**src/rtl/dlle_pkg.sv**
```systemverilog
// Types, codes and microprogram for the doubly linked list engine.
// No dependencies; used by the top level and the checker by scoped names.
package dlle_pkg;

    localparam int ID_W     = 7;
    localparam int OP_W     = 2;
    localparam int STATUS_W = 2;
    localparam int IN_W     = 16;
    localparam int OUT_W    = 16;

    typedef logic [ID_W-1:0] id_t;

    typedef enum logic [OP_W-1:0] {
        OP_INS_LEFT  = 2'd0,
        OP_INS_RIGHT = 2'd1,
        OP_REMOVE    = 2'd2,
        OP_WALK      = 2'd3
    } op_t;

    typedef enum logic [STATUS_W-1:0] {
        ST_DONE       = 2'd0,
        ST_BAD_INSERT = 2'd1,
        ST_ABSENT     = 2'd2
    } status_t;

    // microprogram step addresses
    typedef logic [3:0] step_t;
    localparam step_t S_FETCH   = 4'd0;
    localparam step_t S_INS_RD  = 4'd1;
    localparam step_t S_INS_W1  = 4'd2;
    localparam step_t S_INS_W2  = 4'd3;
    localparam step_t S_REM_RD  = 4'd4;
    localparam step_t S_REM_W   = 4'd5;
    localparam step_t S_EMIT    = 4'd6;
    localparam step_t S_WALK_ST = 4'd7;
    localparam step_t S_WALK_RD = 4'd8;
    localparam step_t S_WALK_EM = 4'd9;

    typedef enum logic [1:0] {
        RD_ANC = 2'd0,
        RD_ENT = 2'd1,
        RD_CUR = 2'd2
    } rd_sel_t;

    typedef enum logic [2:0] {
        DP_NONE      = 3'd0,
        DP_INS_NEW   = 3'd1,
        DP_INS_LINK  = 3'd2,
        DP_REMOVE    = 3'd3,
        DP_WALK_INIT = 3'd4,
        DP_WALK_ADV  = 3'd5
    } dp_op_t;

    typedef enum logic [1:0] {
        EM_NONE   = 2'd0,
        EM_STATUS = 2'd1,
        EM_ENTRY  = 2'd2
    } emit_t;

    typedef enum logic [2:0] {
        J_NEXT      = 3'd0,
        J_DISPATCH  = 3'd1,
        J_IF_BAD    = 3'd2,
        J_IF_ABSENT = 3'd3,
        J_IF_EMPTY  = 3'd4,
        J_GOTO      = 3'd5,
        J_WALK      = 3'd6
    } jump_t;

    typedef struct packed {
        rd_sel_t rd;
        dp_op_t  dp;
        emit_t   em;
        jump_t   jmp;
        step_t   tgt;
    } ctrl_t;

    function automatic ctrl_t ucode(input step_t pc);
        ctrl_t w;
        w = '{rd: RD_ANC, dp: DP_NONE, em: EM_NONE, jmp: J_GOTO, tgt: S_FETCH};
        unique case (pc)
            S_FETCH:   w = '{rd: RD_ANC, dp: DP_NONE,      em: EM_NONE,
                             jmp: J_DISPATCH,  tgt: S_FETCH};
            S_INS_RD:  w = '{rd: RD_ANC, dp: DP_NONE,      em: EM_NONE,
                             jmp: J_IF_BAD,    tgt: S_EMIT};
            S_INS_W1:  w = '{rd: RD_ANC, dp: DP_INS_NEW,   em: EM_NONE,
                             jmp: J_NEXT,      tgt: S_FETCH};
            S_INS_W2:  w = '{rd: RD_ANC, dp: DP_INS_LINK,  em: EM_NONE,
                             jmp: J_GOTO,      tgt: S_EMIT};
            S_REM_RD:  w = '{rd: RD_ENT, dp: DP_NONE,      em: EM_NONE,
                             jmp: J_IF_ABSENT, tgt: S_EMIT};
            S_REM_W:   w = '{rd: RD_ENT, dp: DP_REMOVE,    em: EM_NONE,
                             jmp: J_GOTO,      tgt: S_EMIT};
            S_EMIT:    w = '{rd: RD_ANC, dp: DP_NONE,      em: EM_STATUS,
                             jmp: J_GOTO,      tgt: S_FETCH};
            S_WALK_ST: w = '{rd: RD_CUR, dp: DP_WALK_INIT, em: EM_NONE,
                             jmp: J_IF_EMPTY,  tgt: S_EMIT};
            S_WALK_RD: w = '{rd: RD_CUR, dp: DP_NONE,      em: EM_NONE,
                             jmp: J_NEXT,      tgt: S_FETCH};
            S_WALK_EM: w = '{rd: RD_CUR, dp: DP_WALK_ADV,  em: EM_ENTRY,
                             jmp: J_WALK,      tgt: S_WALK_RD};
            default:   w = '{rd: RD_ANC, dp: DP_NONE,      em: EM_NONE,
                             jmp: J_GOTO,      tgt: S_FETCH};
        endcase
        return w;
    endfunction

endpackage

```
**src/rtl/dlle_ram.sv**
```systemverilog
// Generic single-write, single-read RAM with registered read data.
// No dependencies.
module dlle_ram #(
    parameter int WIDTH = 7,
    parameter int DEPTH = 64
) (
    input  logic                     clk,
    input  logic                     we,
    input  logic [$clog2(DEPTH)-1:0] waddr,
    input  logic [WIDTH-1:0]         wdata,
    input  logic [$clog2(DEPTH)-1:0] raddr,
    output logic [WIDTH-1:0]         rdata
);

    logic [WIDTH-1:0] mem_reg [DEPTH];
    logic [WIDTH-1:0] rdata_reg;

    always_ff @(posedge clk)
    begin
        if (we)
        begin
            mem_reg[waddr] <= wdata;
        end
        rdata_reg <= mem_reg[raddr];
    end

    assign rdata = rdata_reg;

endmodule

```
**src/rtl/doubly_linked_list_engine.sv**
```systemverilog
// Each request runs through microprogram steps: insert reads the anchor's links, writes the
// new entry's links, then links the anchor and neighbour and emits its status; remove reads
// the entry's links and relinks its neighbours; a bad insert or absent remove goes straight to
// the status. A walk emits each listed entry after a registered read of the link RAMs, or one
// status result for an empty list. An emitting step waits while the last result is not taken.
// Asynchronous active-low reset: entry 1 alone in the list, no clearing pass needed.
// Top level of the doubly linked list engine; uses dlle_pkg and dlle_ram.
module doubly_linked_list_engine #(
    parameter int MAX_ENTRIES = 64
) (
    input  logic        clk,
    input  logic        rst_n,
    input  logic        s_axis_tvalid,
    output logic        s_axis_tready,
    input  logic [15:0] s_axis_tdata,   // [1:0] operation, [8:2] anchor_id, [15:9] entry_id
    output logic        m_axis_tvalid,
    input  logic        m_axis_tready,
    output logic [15:0] m_axis_tdata,   // [6:0] list_entry, [8:7] status, [15:9] zero
    output logic        m_axis_tlast    // last_of_run
);

    localparam int AW = $clog2(MAX_ENTRIES);
    localparam int PAD_W = dlle_pkg::OUT_W - dlle_pkg::ID_W - dlle_pkg::STATUS_W;

    dlle_pkg::step_t   pc_reg, pc_next;
    dlle_pkg::ctrl_t   cw;
    dlle_pkg::op_t     op_reg, op_next;
    dlle_pkg::id_t     anc_reg, anc_next;
    dlle_pkg::id_t     ent_reg, ent_next;
    dlle_pkg::id_t     head_reg, head_next;
    dlle_pkg::id_t     cur_reg, cur_next;
    dlle_pkg::id_t     nb_reg, nb_next;
    logic [AW-1:0]     count_reg, count_next;
    dlle_pkg::status_t status_reg, status_next;
    logic [MAX_ENTRIES-1:0] present_reg, present_next;
    logic [MAX_ENTRIES-1:0] prev_valid_reg, prev_valid_next;
    logic [MAX_ENTRIES-1:0] next_valid_reg, next_valid_next;
    logic              prev_rdv_reg, next_rdv_reg;

    logic              out_valid_reg, out_valid_next;
    dlle_pkg::id_t     out_entry_reg, out_entry_next;
    dlle_pkg::status_t out_status_reg, out_status_next;
    logic              out_last_reg, out_last_next;

    dlle_pkg::id_t     rd_id;
    logic [AW-1:0]     raddr;
    dlle_pkg::id_t     prev_rd, next_rd, prev_q, next_q, nb;
    logic              prev_we, next_we;
    logic [AW-1:0]     prev_waddr, next_waddr;
    dlle_pkg::id_t     prev_wdata, next_wdata;

    logic              accept, stall, left, anc_ok, ent_in, ent_pres, bad, walk_last;

    function automatic logic [AW-1:0] idx(input dlle_pkg::id_t id);
        return AW'(id - dlle_pkg::id_t'(1));
    endfunction

    function automatic logic in_range(input dlle_pkg::id_t id);
        return (id != '0) && (id <= dlle_pkg::id_t'(MAX_ENTRIES));
    endfunction

    dlle_ram #(.WIDTH(dlle_pkg::ID_W), .DEPTH(MAX_ENTRIES)) u_prev_ram (
        .clk   (clk),
        .we    (prev_we),
        .waddr (prev_waddr),
        .wdata (prev_wdata),
        .raddr (raddr),
        .rdata (prev_rd)
    );

    dlle_ram #(.WIDTH(dlle_pkg::ID_W), .DEPTH(MAX_ENTRIES)) u_next_ram (
        .clk   (clk),
        .we    (next_we),
        .waddr (next_waddr),
        .wdata (next_wdata),
        .raddr (raddr),
        .rdata (next_rd)
    );

    assign cw            = dlle_pkg::ucode(pc_reg);
    assign s_axis_tready = (cw.jmp == dlle_pkg::J_DISPATCH);
    assign accept        = s_axis_tvalid && s_axis_tready;
    assign stall         = (cw.em != dlle_pkg::EM_NONE) && out_valid_reg && !m_axis_tready;
    assign left          = (op_reg == dlle_pkg::OP_INS_LEFT);

    // links of an entry never written since reset read as zero
    assign prev_q = prev_rdv_reg ? prev_rd : '0;
    assign next_q = next_rdv_reg ? next_rd : '0;
    assign nb     = left ? prev_q : next_q;

    assign anc_ok    = in_range(anc_reg) && present_reg[idx(anc_reg)];
    assign ent_in    = in_range(ent_reg);
    assign ent_pres  = ent_in && present_reg[idx(ent_reg)];
    assign bad       = !anc_ok || !ent_in || ent_pres;
    assign walk_last = (next_q == '0) || (count_reg == AW'(MAX_ENTRIES - 1));

    always_comb
    begin
        case (cw.rd)
            dlle_pkg::RD_ANC: rd_id = anc_reg;
            dlle_pkg::RD_ENT: rd_id = ent_reg;
            dlle_pkg::RD_CUR: rd_id = cur_reg;
            default:          rd_id = cur_reg;
        endcase
        raddr = idx(rd_id);
    end

    always_comb
    begin
        pc_next         = pc_reg;
        op_next         = op_reg;
        anc_next        = anc_reg;
        ent_next        = ent_reg;
        head_next       = head_reg;
        cur_next        = cur_reg;
        nb_next         = nb_reg;
        count_next      = count_reg;
        status_next     = status_reg;
        present_next    = present_reg;
        prev_valid_next = prev_valid_reg;
        next_valid_next = next_valid_reg;
        out_valid_next  = out_valid_reg && !m_axis_tready;
        out_entry_next  = out_entry_reg;
        out_status_next = out_status_reg;
        out_last_next   = out_last_reg;
        prev_we         = 1'b0;
        next_we         = 1'b0;
        prev_waddr      = idx(ent_reg);
        next_waddr      = idx(ent_reg);
        prev_wdata      = '0;
        next_wdata      = '0;

        if (!stall)
        begin
            case (cw.dp)
                dlle_pkg::DP_INS_NEW:
                begin
                    nb_next    = nb;
                    prev_we    = 1'b1;
                    next_we    = 1'b1;
                    prev_wdata = left ? nb : anc_reg;
                    next_wdata = left ? anc_reg : nb;
                end
                dlle_pkg::DP_INS_LINK:
                begin
                    present_next[idx(ent_reg)] = 1'b1;
                    if (left)
                    begin
                        prev_we    = 1'b1;
                        prev_waddr = idx(anc_reg);
                        prev_wdata = ent_reg;
                        if (nb_reg != '0)
                        begin
                            next_we    = 1'b1;
                            next_waddr = idx(nb_reg);
                            next_wdata = ent_reg;
                        end
                        else
                        begin
                            head_next = ent_reg;
                        end
                    end
                    else
                    begin
                        next_we    = 1'b1;
                        next_waddr = idx(anc_reg);
                        next_wdata = ent_reg;
                        if (nb_reg != '0)
                        begin
                            prev_we    = 1'b1;
                            prev_waddr = idx(nb_reg);
                            prev_wdata = ent_reg;
                        end
                    end
                end
                dlle_pkg::DP_REMOVE:
                begin
                    present_next[idx(ent_reg)] = 1'b0;
                    if (prev_q != '0)
                    begin
                        next_we    = 1'b1;
                        next_waddr = idx(prev_q);
                        next_wdata = next_q;
                    end
                    else
                    begin
                        head_next = next_q;
                    end
                    if (next_q != '0)
                    begin
                        prev_we    = 1'b1;
                        prev_waddr = idx(next_q);
                        prev_wdata = prev_q;
                    end
                end
                dlle_pkg::DP_WALK_INIT:
                begin
                    cur_next   = head_reg;
                    count_next = '0;
                end
                dlle_pkg::DP_WALK_ADV:
                begin
                    cur_next   = next_q;
                    count_next = count_reg + AW'(1);
                end
                default:
                begin
                end
            endcase

            if (prev_we)
            begin
                prev_valid_next[prev_waddr] = 1'b1;
            end
            if (next_we)
            begin
                next_valid_next[next_waddr] = 1'b1;
            end

            case (cw.em)
                dlle_pkg::EM_STATUS:
                begin
                    out_valid_next  = 1'b1;
                    out_entry_next  = '0;
                    out_status_next = status_reg;
                    out_last_next   = 1'b1;
                end
                dlle_pkg::EM_ENTRY:
                begin
                    out_valid_next  = 1'b1;
                    out_entry_next  = cur_reg;
                    out_status_next = dlle_pkg::ST_DONE;
                    out_last_next   = walk_last;
                end
                default:
                begin
                end
            endcase

            case (cw.jmp)
                dlle_pkg::J_NEXT:
                begin
                    pc_next = pc_reg + dlle_pkg::step_t'(1);
                end
                dlle_pkg::J_DISPATCH:
                begin
                    if (accept)
                    begin
                        op_next     = dlle_pkg::op_t'(s_axis_tdata[1:0]);
                        anc_next    = s_axis_tdata[8:2];
                        ent_next    = s_axis_tdata[15:9];
                        status_next = dlle_pkg::ST_DONE;
                        unique case (dlle_pkg::op_t'(s_axis_tdata[1:0]))
                            dlle_pkg::OP_INS_LEFT,
                            dlle_pkg::OP_INS_RIGHT: pc_next = dlle_pkg::S_INS_RD;
                            dlle_pkg::OP_REMOVE:    pc_next = dlle_pkg::S_REM_RD;
                            dlle_pkg::OP_WALK:      pc_next = dlle_pkg::S_WALK_ST;
                            default:                pc_next = dlle_pkg::S_FETCH;
                        endcase
                    end
                end
                dlle_pkg::J_IF_BAD:
                begin
                    if (bad)
                    begin
                        pc_next     = cw.tgt;
                        status_next = dlle_pkg::ST_BAD_INSERT;
                    end
                    else
                    begin
                        pc_next = pc_reg + dlle_pkg::step_t'(1);
                    end
                end
                dlle_pkg::J_IF_ABSENT:
                begin
                    if (!ent_pres)
                    begin
                        pc_next     = cw.tgt;
                        status_next = dlle_pkg::ST_ABSENT;
                    end
                    else
                    begin
                        pc_next = pc_reg + dlle_pkg::step_t'(1);
                    end
                end
                dlle_pkg::J_IF_EMPTY:
                begin
                    pc_next = (head_reg == '0) ? cw.tgt : pc_reg + dlle_pkg::step_t'(1);
                end
                dlle_pkg::J_WALK:
                begin
                    pc_next = walk_last ? dlle_pkg::S_FETCH : cw.tgt;
                end
                default:
                begin
                    pc_next = cw.tgt;
                end
            endcase
        end
    end

    always_ff @(posedge clk or negedge rst_n)
    begin
        if (!rst_n)
        begin
            pc_reg         <= dlle_pkg::S_FETCH;
            head_reg       <= dlle_pkg::id_t'(1);
            present_reg    <= MAX_ENTRIES'(1);
            prev_valid_reg <= '0;
            next_valid_reg <= '0;
            status_reg     <= dlle_pkg::ST_DONE;
            out_valid_reg  <= 1'b0;
        end
        else
        begin
            pc_reg         <= pc_next;
            head_reg       <= head_next;
            present_reg    <= present_next;
            prev_valid_reg <= prev_valid_next;
            next_valid_reg <= next_valid_next;
            status_reg     <= status_next;
            out_valid_reg  <= out_valid_next;
        end
    end

    always_ff @(posedge clk)
    begin
        op_reg         <= op_next;
        anc_reg        <= anc_next;
        ent_reg        <= ent_next;
        cur_reg        <= cur_next;
        nb_reg         <= nb_next;
        count_reg      <= count_next;
        prev_rdv_reg   <= prev_valid_reg[raddr];
        next_rdv_reg   <= next_valid_reg[raddr];
        out_entry_reg  <= out_entry_next;
        out_status_reg <= out_status_next;
        out_last_reg   <= out_last_next;
    end

    assign m_axis_tvalid = out_valid_reg;
    assign m_axis_tdata  = {{PAD_W{1'b0}}, out_status_reg, out_entry_reg};
    assign m_axis_tlast  = out_last_reg;

endmodule

```
**config.mk**
```make
export PLATFORM = sky130hd
export DESIGN_NAME = doubly_linked_list_engine
export DESIGN_NICKNAME = d
export VERILOG_FILES = /design/src/rtl/dlle_pkg.sv /design/src/rtl/dlle_ram.sv /design/src/rtl/doubly_linked_list_engine.sv
export SDC_FILE = /design/constraint.sdc
export NUM_CORES = 2
export LEC_CHECK = 0
export ABC_AREA = 1
export BUFFER_PORTS_ARGS = -buffer_cell sky130_fd_sc_hd__buf_2
export CORE_MARGIN = 2
export CORE_UTILIZATION = 30
export CTS_CLUSTER_SIZE = 16
export DETAILED_ROUTE_END_ITERATION = 6
export PLACE_DENSITY = 0.51
export SYNTH_ARGS = -nofsm -noshare
export SYNTH_HDL_FRONTEND = slang
export SYNTH_SLANG_ARGS = --single-unit
```
**constraint.sdc**
```tcl
create_clock -name clk -period 4.2 [get_ports clk]
set_input_delay 0.21 -clock clk [delete_from_list [all_inputs] [get_ports clk]]
set_output_delay 0.21 -clock clk [all_outputs]
set_load 0.02 [all_outputs]
```
* Word-level counts from Yosys, hierarchy flattened
Memories as Yosys holds them, arrays and structs flattened. A register that Yosys moved wholly into a read port is not among the register bits.
Cells that the tools add are included.
** Word-level totals
- Memory bits (writable) :: 896
- Word-level logic and storage cells :: 191
- Memories :: 3
- Register bits :: 254
- Input port bits :: 20
- Output and inout bits :: 19
- ROM bits :: 208
** Cells by class
- Multiplexer cells :: 78
- Eq/ne operators :: 23
- $add $sub $neg :: 8
- Bitwise gates (word level) :: 6
- $lt $le $gt $ge :: 10
- Reduce and logical (&&, ||, !) cells :: 45
** Memories
- u_next_ram.mem_reg :: depth 64, width 7, rd ports 1, clocked after memory_dff 1, wr ports 1, line dlle_ram.sv:15 : logic [WIDTH-1:0] mem_reg [DEPTH];
- u_prev_ram.mem_reg :: depth 64, width 7, rd ports 1, clocked after memory_dff 1, wr ports 1, line dlle_ram.sv:15
- (name not given) :: depth 16, width 13, rd ports 1, clocked after memory_dff 0, wr ports 0, line dlle_pkg.sv:81 : unique case (pc)
** Operators with widths (count)
- 64-bit OR :: 3
- 64-bit case mux with 2 select lines :: 1
- 7-bit 2-to-1 mux :: 15
- 64-bit AND :: 1
- 64-bit NOT :: 1
- 6-bit 2-to-1 mux :: 9
- 6-bit case mux with 2 select lines :: 4
- 7-bit case mux with 2 select lines :: 3
- 7-bit case mux with 3 select lines :: 2
- 6-bit by 1-bit subtractor with 6-bit output, second input constant :: 6
- 6-bit by 7-bit less-than comparator with 1-bit output, second input constant :: 5
- 7-bit nonzero test :: 5
- 1-bit binary-select mux with 6-bit select :: 4
- 4-bit case mux with 6 select lines :: 1
- 1-bit 2-to-1 mux :: 22
- 4-bit 2-to-1 mux :: 5
- 1-bit demux with 6-bit select :: 3
- 6-bit by 1-bit >= comparator with 1-bit output, second input constant :: 3
- 7-bit <= comparator, second input constant :: 2
- 7-bit logical NOT :: 2
- 2-bit AND reduction :: 7
- 3-bit by 2-bit equality test with 1-bit output, second input constant :: 4
- 3-bit equality test, second input constant :: 4
- 4-bit case mux with 3 select lines :: 1
- 24 further kinds :: 57

* Depth between registers and ports, before layout
- Depth after elaboration :: 10
- Gate-level depth with buffers :: 25
- Gate-level depth less buffers :: 19

* By module
From an unflattened synthesis, not the netlist that was laid out.
** Unflattened totals
- Cells, all modules :: 5182
- Area total of the unflattened synthesis :: 52103.7 µm²
** Modules (own cells, without submodules)
- dlle_ram :: area an instance 18545.3 µm², cells an instance 1590, sequential area each 13593.0 µm², instances 2
- doubly_linked_list_engine :: area an instance 15013.1 µm², cells an instance 2002, sequential area each 6578.8 µm², instances 1

* Least setup slack after synthesis
Ideal clock, no wire load.
- Kind :: register to register
- From :: register pc_reg[0]
- To :: register u_next_ram.rdata_reg[5] (netlist: u_next_ram.rdata[5]), read port of u_next_ram.mem_reg
- Cell stages (with the launch flop) :: 23
- Data required time :: 4.142 ns
- Period minus slack after synthesis :: 3.670 ns
- Setup time :: 0.058 ns
- Path slack :: 0.530 ns
- Path buffers :: 7
- Data arrival time :: 3.612 ns
- Cells stage by stage :: dfrtp_1 -> ha_1 -> ha_1 -> nand2_2 -> nand2_2 -> nor2_4 -> nand2_1 -> nand2_1 -> buf_4 -> buf_4 -> buf_2 -> buf_4 -> ha_1 -> clkbuf_1 -> inv_2 -> clkbuf_1 -> clkbuf_1 -> o21ai_0 -> o211ai_1 -> nand3_1 -> nand3_1 -> nand3_1 -> nand2_1
** On the way
- Longest elaborated chain between the ends :: 4
- Elaborated cells between the ends (all ways) :: 5
- Those cells by class :: 1 x add/sub; 1 x eq/ne; 1 x mux; 1 x reduce/logical; 1 x memory
** RTL lines
- start, declared :: line doubly_linked_list_engine.sv:25 : dlle_pkg::step_t pc_reg, pc_next;
- start signal, assigned :: line doubly_linked_list_engine.sv:306 : pc_reg <= dlle_pkg::S_FETCH;
- start signal, assigned :: line doubly_linked_list_engine.sv:316 : pc_reg <= pc_next;
- memory 16 x 13 bit (*)
- 2-bit by 1-bit equality test with 1-bit output / 2-bit logical NOT (equally long branches) :: line doubly_linked_list_engine.sv:99 : case (cw.rd)
- 6-bit case mux with 2 select lines (*) :: line doubly_linked_list_engine.sv:99
- 6-bit by 1-bit subtractor with 6-bit output (*) :: line doubly_linked_list_engine.sv:55 : return AW'(id - dlle_pkg::id_t'(1));
- end, declared :: line dlle_ram.sv:16 : logic [WIDTH-1:0] rdata_reg;
Every way passes the cells marked *; elsewhere a longest branch is shown, timed or not.
A chain may end at the register's enable or synchronous reset.

* Worst setup path after layout
- From :: register pc_reg[0]
- To :: memory u_prev_ram.mem_reg[53][1], enable pin
** On the way
- Longest elaborated chain between the ends :: 7
- Elaborated cells between the ends (all ways) :: 15
- Those cells by class :: 3 x eq/ne; 8 x mux; 3 x reduce/logical; 1 x memory
** RTL lines
- memory 16 x 13 bit (*)
- 3-bit by 2-bit equality test with 1-bit output (tied with other cells) :: line doubly_linked_list_engine.sv:135 : case (cw.dp)
- 1-bit case mux with 3 select lines / 1-bit logical AND (equally long branches) :: line doubly_linked_list_engine.sv:135, doubly_linked_list_engine.sv:83
- 1-bit 2-to-1 mux / 1-bit logical AND (equally long branches) :: line doubly_linked_list_engine.sv:133, doubly_linked_list_engine.sv:83
- 1-bit 2-to-1 mux :: line doubly_linked_list_engine.sv:133 : if (!stall)
- 1-bit 2-to-1 mux :: line dlle_ram.sv:20 : if (we)
- 1-bit 2-to-1 mux (implied by the code) :: line dlle_ram.sv:22 : mem_reg[waddr] <= wdata;
- end, declared :: line dlle_ram.sv:15
Every way passes the cells marked *; elsewhere a longest branch is shown, timed or not. The select of a mux whose other input is x is not followed.

==> impl_metrics.tcl <==
set metrics [dict create \
    grt_usage_pct 17.0 \
    hold_ws_ns 0.00783 \
    postCtsSetupRepairBufs 0 \
    antenna_found_initial 2 \
    placed_cell_area_um2 56000 \
    grt_max_degree 180 \
    insertion_delay_ns 0.78 \
    period_minus_slack_ns 4.03 \
    outcome "finished clean" \
    dp.cells 7327 \
    via_per_inst 4.90 \
    path_clk_slew_ns 0.06 \
    die_w_um 420 \
    cts_buffers 130 \
    die-area_um2 176000 \
    synth_cells 5041 \
    slew_headroom_pct 31.6 \
    max_cap_viol_count 0 \
    yosys_warnings 0 \
    finalMaxSlewViolations 0 \
    drive_above_1_share_pct 9.71 \
    rsz0062_at_grt "true" \
    grt_pass1_vias 35800 \
    vias 37100 \
    io_pins 39 \
    final_cells 7576 \
    cts_sinks 1164 \
    cts_max_level 4 \
    final_cell_area_um2 60200 \
    netlist-cell-type-count 51 \
    setup.worst_path.class "flip-flop to flip-flop" \
    hold_path.class "input pin to asynchronous set/reset pin" \
    synth_flop_cell "edfxtp_1" \
    skew_ns 0.0398 \
    routedWlPerCell_um 19.8 \
    gr-total-overflow 0 \
    post-route-drc-count 0 \
    core_um2 172000 \
    synthArstFlopShare_pct 17.7 \
    grt_pass1_wl_um 227000 \
    start_util_pct 30.2 \
    synth.avg_cell_area_um2 10.3 \
    first_iter_violations 3641 \
    netlist_area_um2 51900 \
    hold_viol_final 0 \
    cts_root_buffer "clkbuf_16" \
    crit_required_ns 4.60 \
    clock_path_buffers 3 \
    synth_edf_count 942 \
    areaGrowthSynthToFinish_pct 16.0 \
    cp.arrival_ns 4.43 \
    setup_violations 0 \
    worstPathMaxFanout 13 \
    row_count 152 \
    antenna_left 0 \
    setup.worst_path.start_class "flip-flop" \
    drt-total-wl_um 150000 \
    gp_congestion 0.877 \
    ys_ff_latch 1164 \
    end_kind "flip-flop" \
    dp_hpwl_um 90600 \
    detail_route.first_pass.iterations 6 \
    period_share_pct 95.9 \
    fin_util_pct 35.1 \
    finalNetCount 5206 \
    synth-seq-area-share_pct 65.1 \
    die_h_um 420 \
    fmax_mhz 248 \
    port_buffers 31 \
    tightest_slew_ns 1.02 \
    cts_tree "done" \
]
## routing by layer
metal	up-vias	global-route usage (%)	share of wire, %
li1	17600	-	-
met1	18100	23.6	46
met2	1131	26.7	46
met3	229	3.18	6.0
met4	0	5.29	2.7
met5	-	0	0
## repair_timing
item	in CTS	in global routing
endpoints found under the setup margin	0	58
hold buffers	19	0
gates resized for setup	0	4
endpoints found under the hold margin	110	0
## cell type report
type | instances | area (um2)
fill | 17000 | 112000
sequential | 1164 | 33800
multi-input combinational | 3042 | 14800
clock buffer | 180 | 3550
tap | 2310 | 2890
timing repair buffer | 285 | 2650
inverter | 545 | 2060
clock inverter | 49 | 479
antenna | 1 | 2.50
## critical path, stage by stage (launching register included)
cell and delay [ns]:
dfrtp_1 0.45, ha_1 0.30, ha_1 0.21, nand2_2 0.11
nand2_2 0.11, inv_2 0.09, nand2_2 0.12, nor2_4 0.33
o211ai_1 0.15, nand3_1 0.11, nand2_1 0.09, nand2_1 0.10
nand2_1 0.09, a21oi_1 0.38, nand2_1 0.37, nor2_1 0.62
## logic make-up after synthesis
kind of cell,synth area share [%]
adders and majority gates,0.434
DFF,65.1
muxes,0.128
and+or+nand+nor,15.3
other,0.00723
xor gates and xnor gates,0.405
buffers and inverters,6.53
AOI/OAI and AO/OA,12.1
## Yosys cell counts, drive strengths merged (7+ instances only)
cell type    n  share of area [%]
nor3        13               0.15
o21ai      584                5.6
dfrtp      204                9.8
nand3      541                5.2
nand2      634                4.6
o22ai       12               0.14
ha          18               0.43
edfxtp     942                 55
or2          7              0.084
inv        542                3.9
clkbuf     135               0.98
o211ai     214                3.1
xor2        11               0.30
o21bai      60               0.87
buf        161                1.6
o221ai       7               0.12
dfxtp       16               0.62
a21oi      218                2.1
nor2       685                5.0
nand4        9               0.11
## stage by stage
| step | worst slack (ns) | setup TNS [ns] |
|---|---|---|
| 3_5_place_dp | 0.201 | 0 |
| 4_1_cts | 0.190 | 0 |
| 5_1_grt | -0.0185 | -0.179 |
| 3_3_place_gp | 0.275 | 0 |
| 6_report | 0.172 | 0 |
| 2_1_floorplan | 0.530 | 0 |
## final timing paths
| path | slack (ns) | from | cells after the start | end |
|---|---|---|---|---|
| max reg2reg | 0.17 | pc_reg[0]$_DFFE_PN0P_ | 15 | u_prev_ram.mem_reg[53][1]$_DFFE_PP_ |
| min reg2reg | 0.45 | prev_valid_reg[5]$_DFFE_PN0P_ | 2 | prev_valid_reg[5]$_DFFE_PN0P_ |
| min in group clk | 0.15 | s_axis_tdata[13] | 2 | ent_reg[4]$_DFFE_PP_ |
| min | 0.008 | rst_n | 2 | asynchronous set/reset pin |
| max in group asynchronous | 2.98 | rst_n | 3 | prev_valid_reg[48]$_DFFE_PN0P_ |
| max | 0.17 | pc_reg[0]$_DFFE_PN0P_ | 15 | u_prev_ram.mem_reg[53][1]$_DFFE_PP_ |
## cells in the final DEF (no fill, tap or decap), types with 8 or more instances in the layout
cell           count
edfxtp_1         942
nor2_1           676
nand2_1          624
nand3_1          540
o21ai_0          525
inv_1            516
a21oi_1          214
o211ai_1         212
dfrtp_1          204
buf_4            192
clkbuf_16        134
o21bai_1          60
o21ai_1           58
clkbuf_1          44
buf_12            42
buf_2             30
inv_2             24
dlygate4sd3_1     19
clkinv_1          18
ha_1              17
dfxtp_1           16
clkinv_2          14
o22ai_1           12
nor3_1            10
nand4_1            9
nand2_2            8
Power is not shown: default switching activity piles up to over one toggle a cycle in this logic, so the estimate is an artifact.
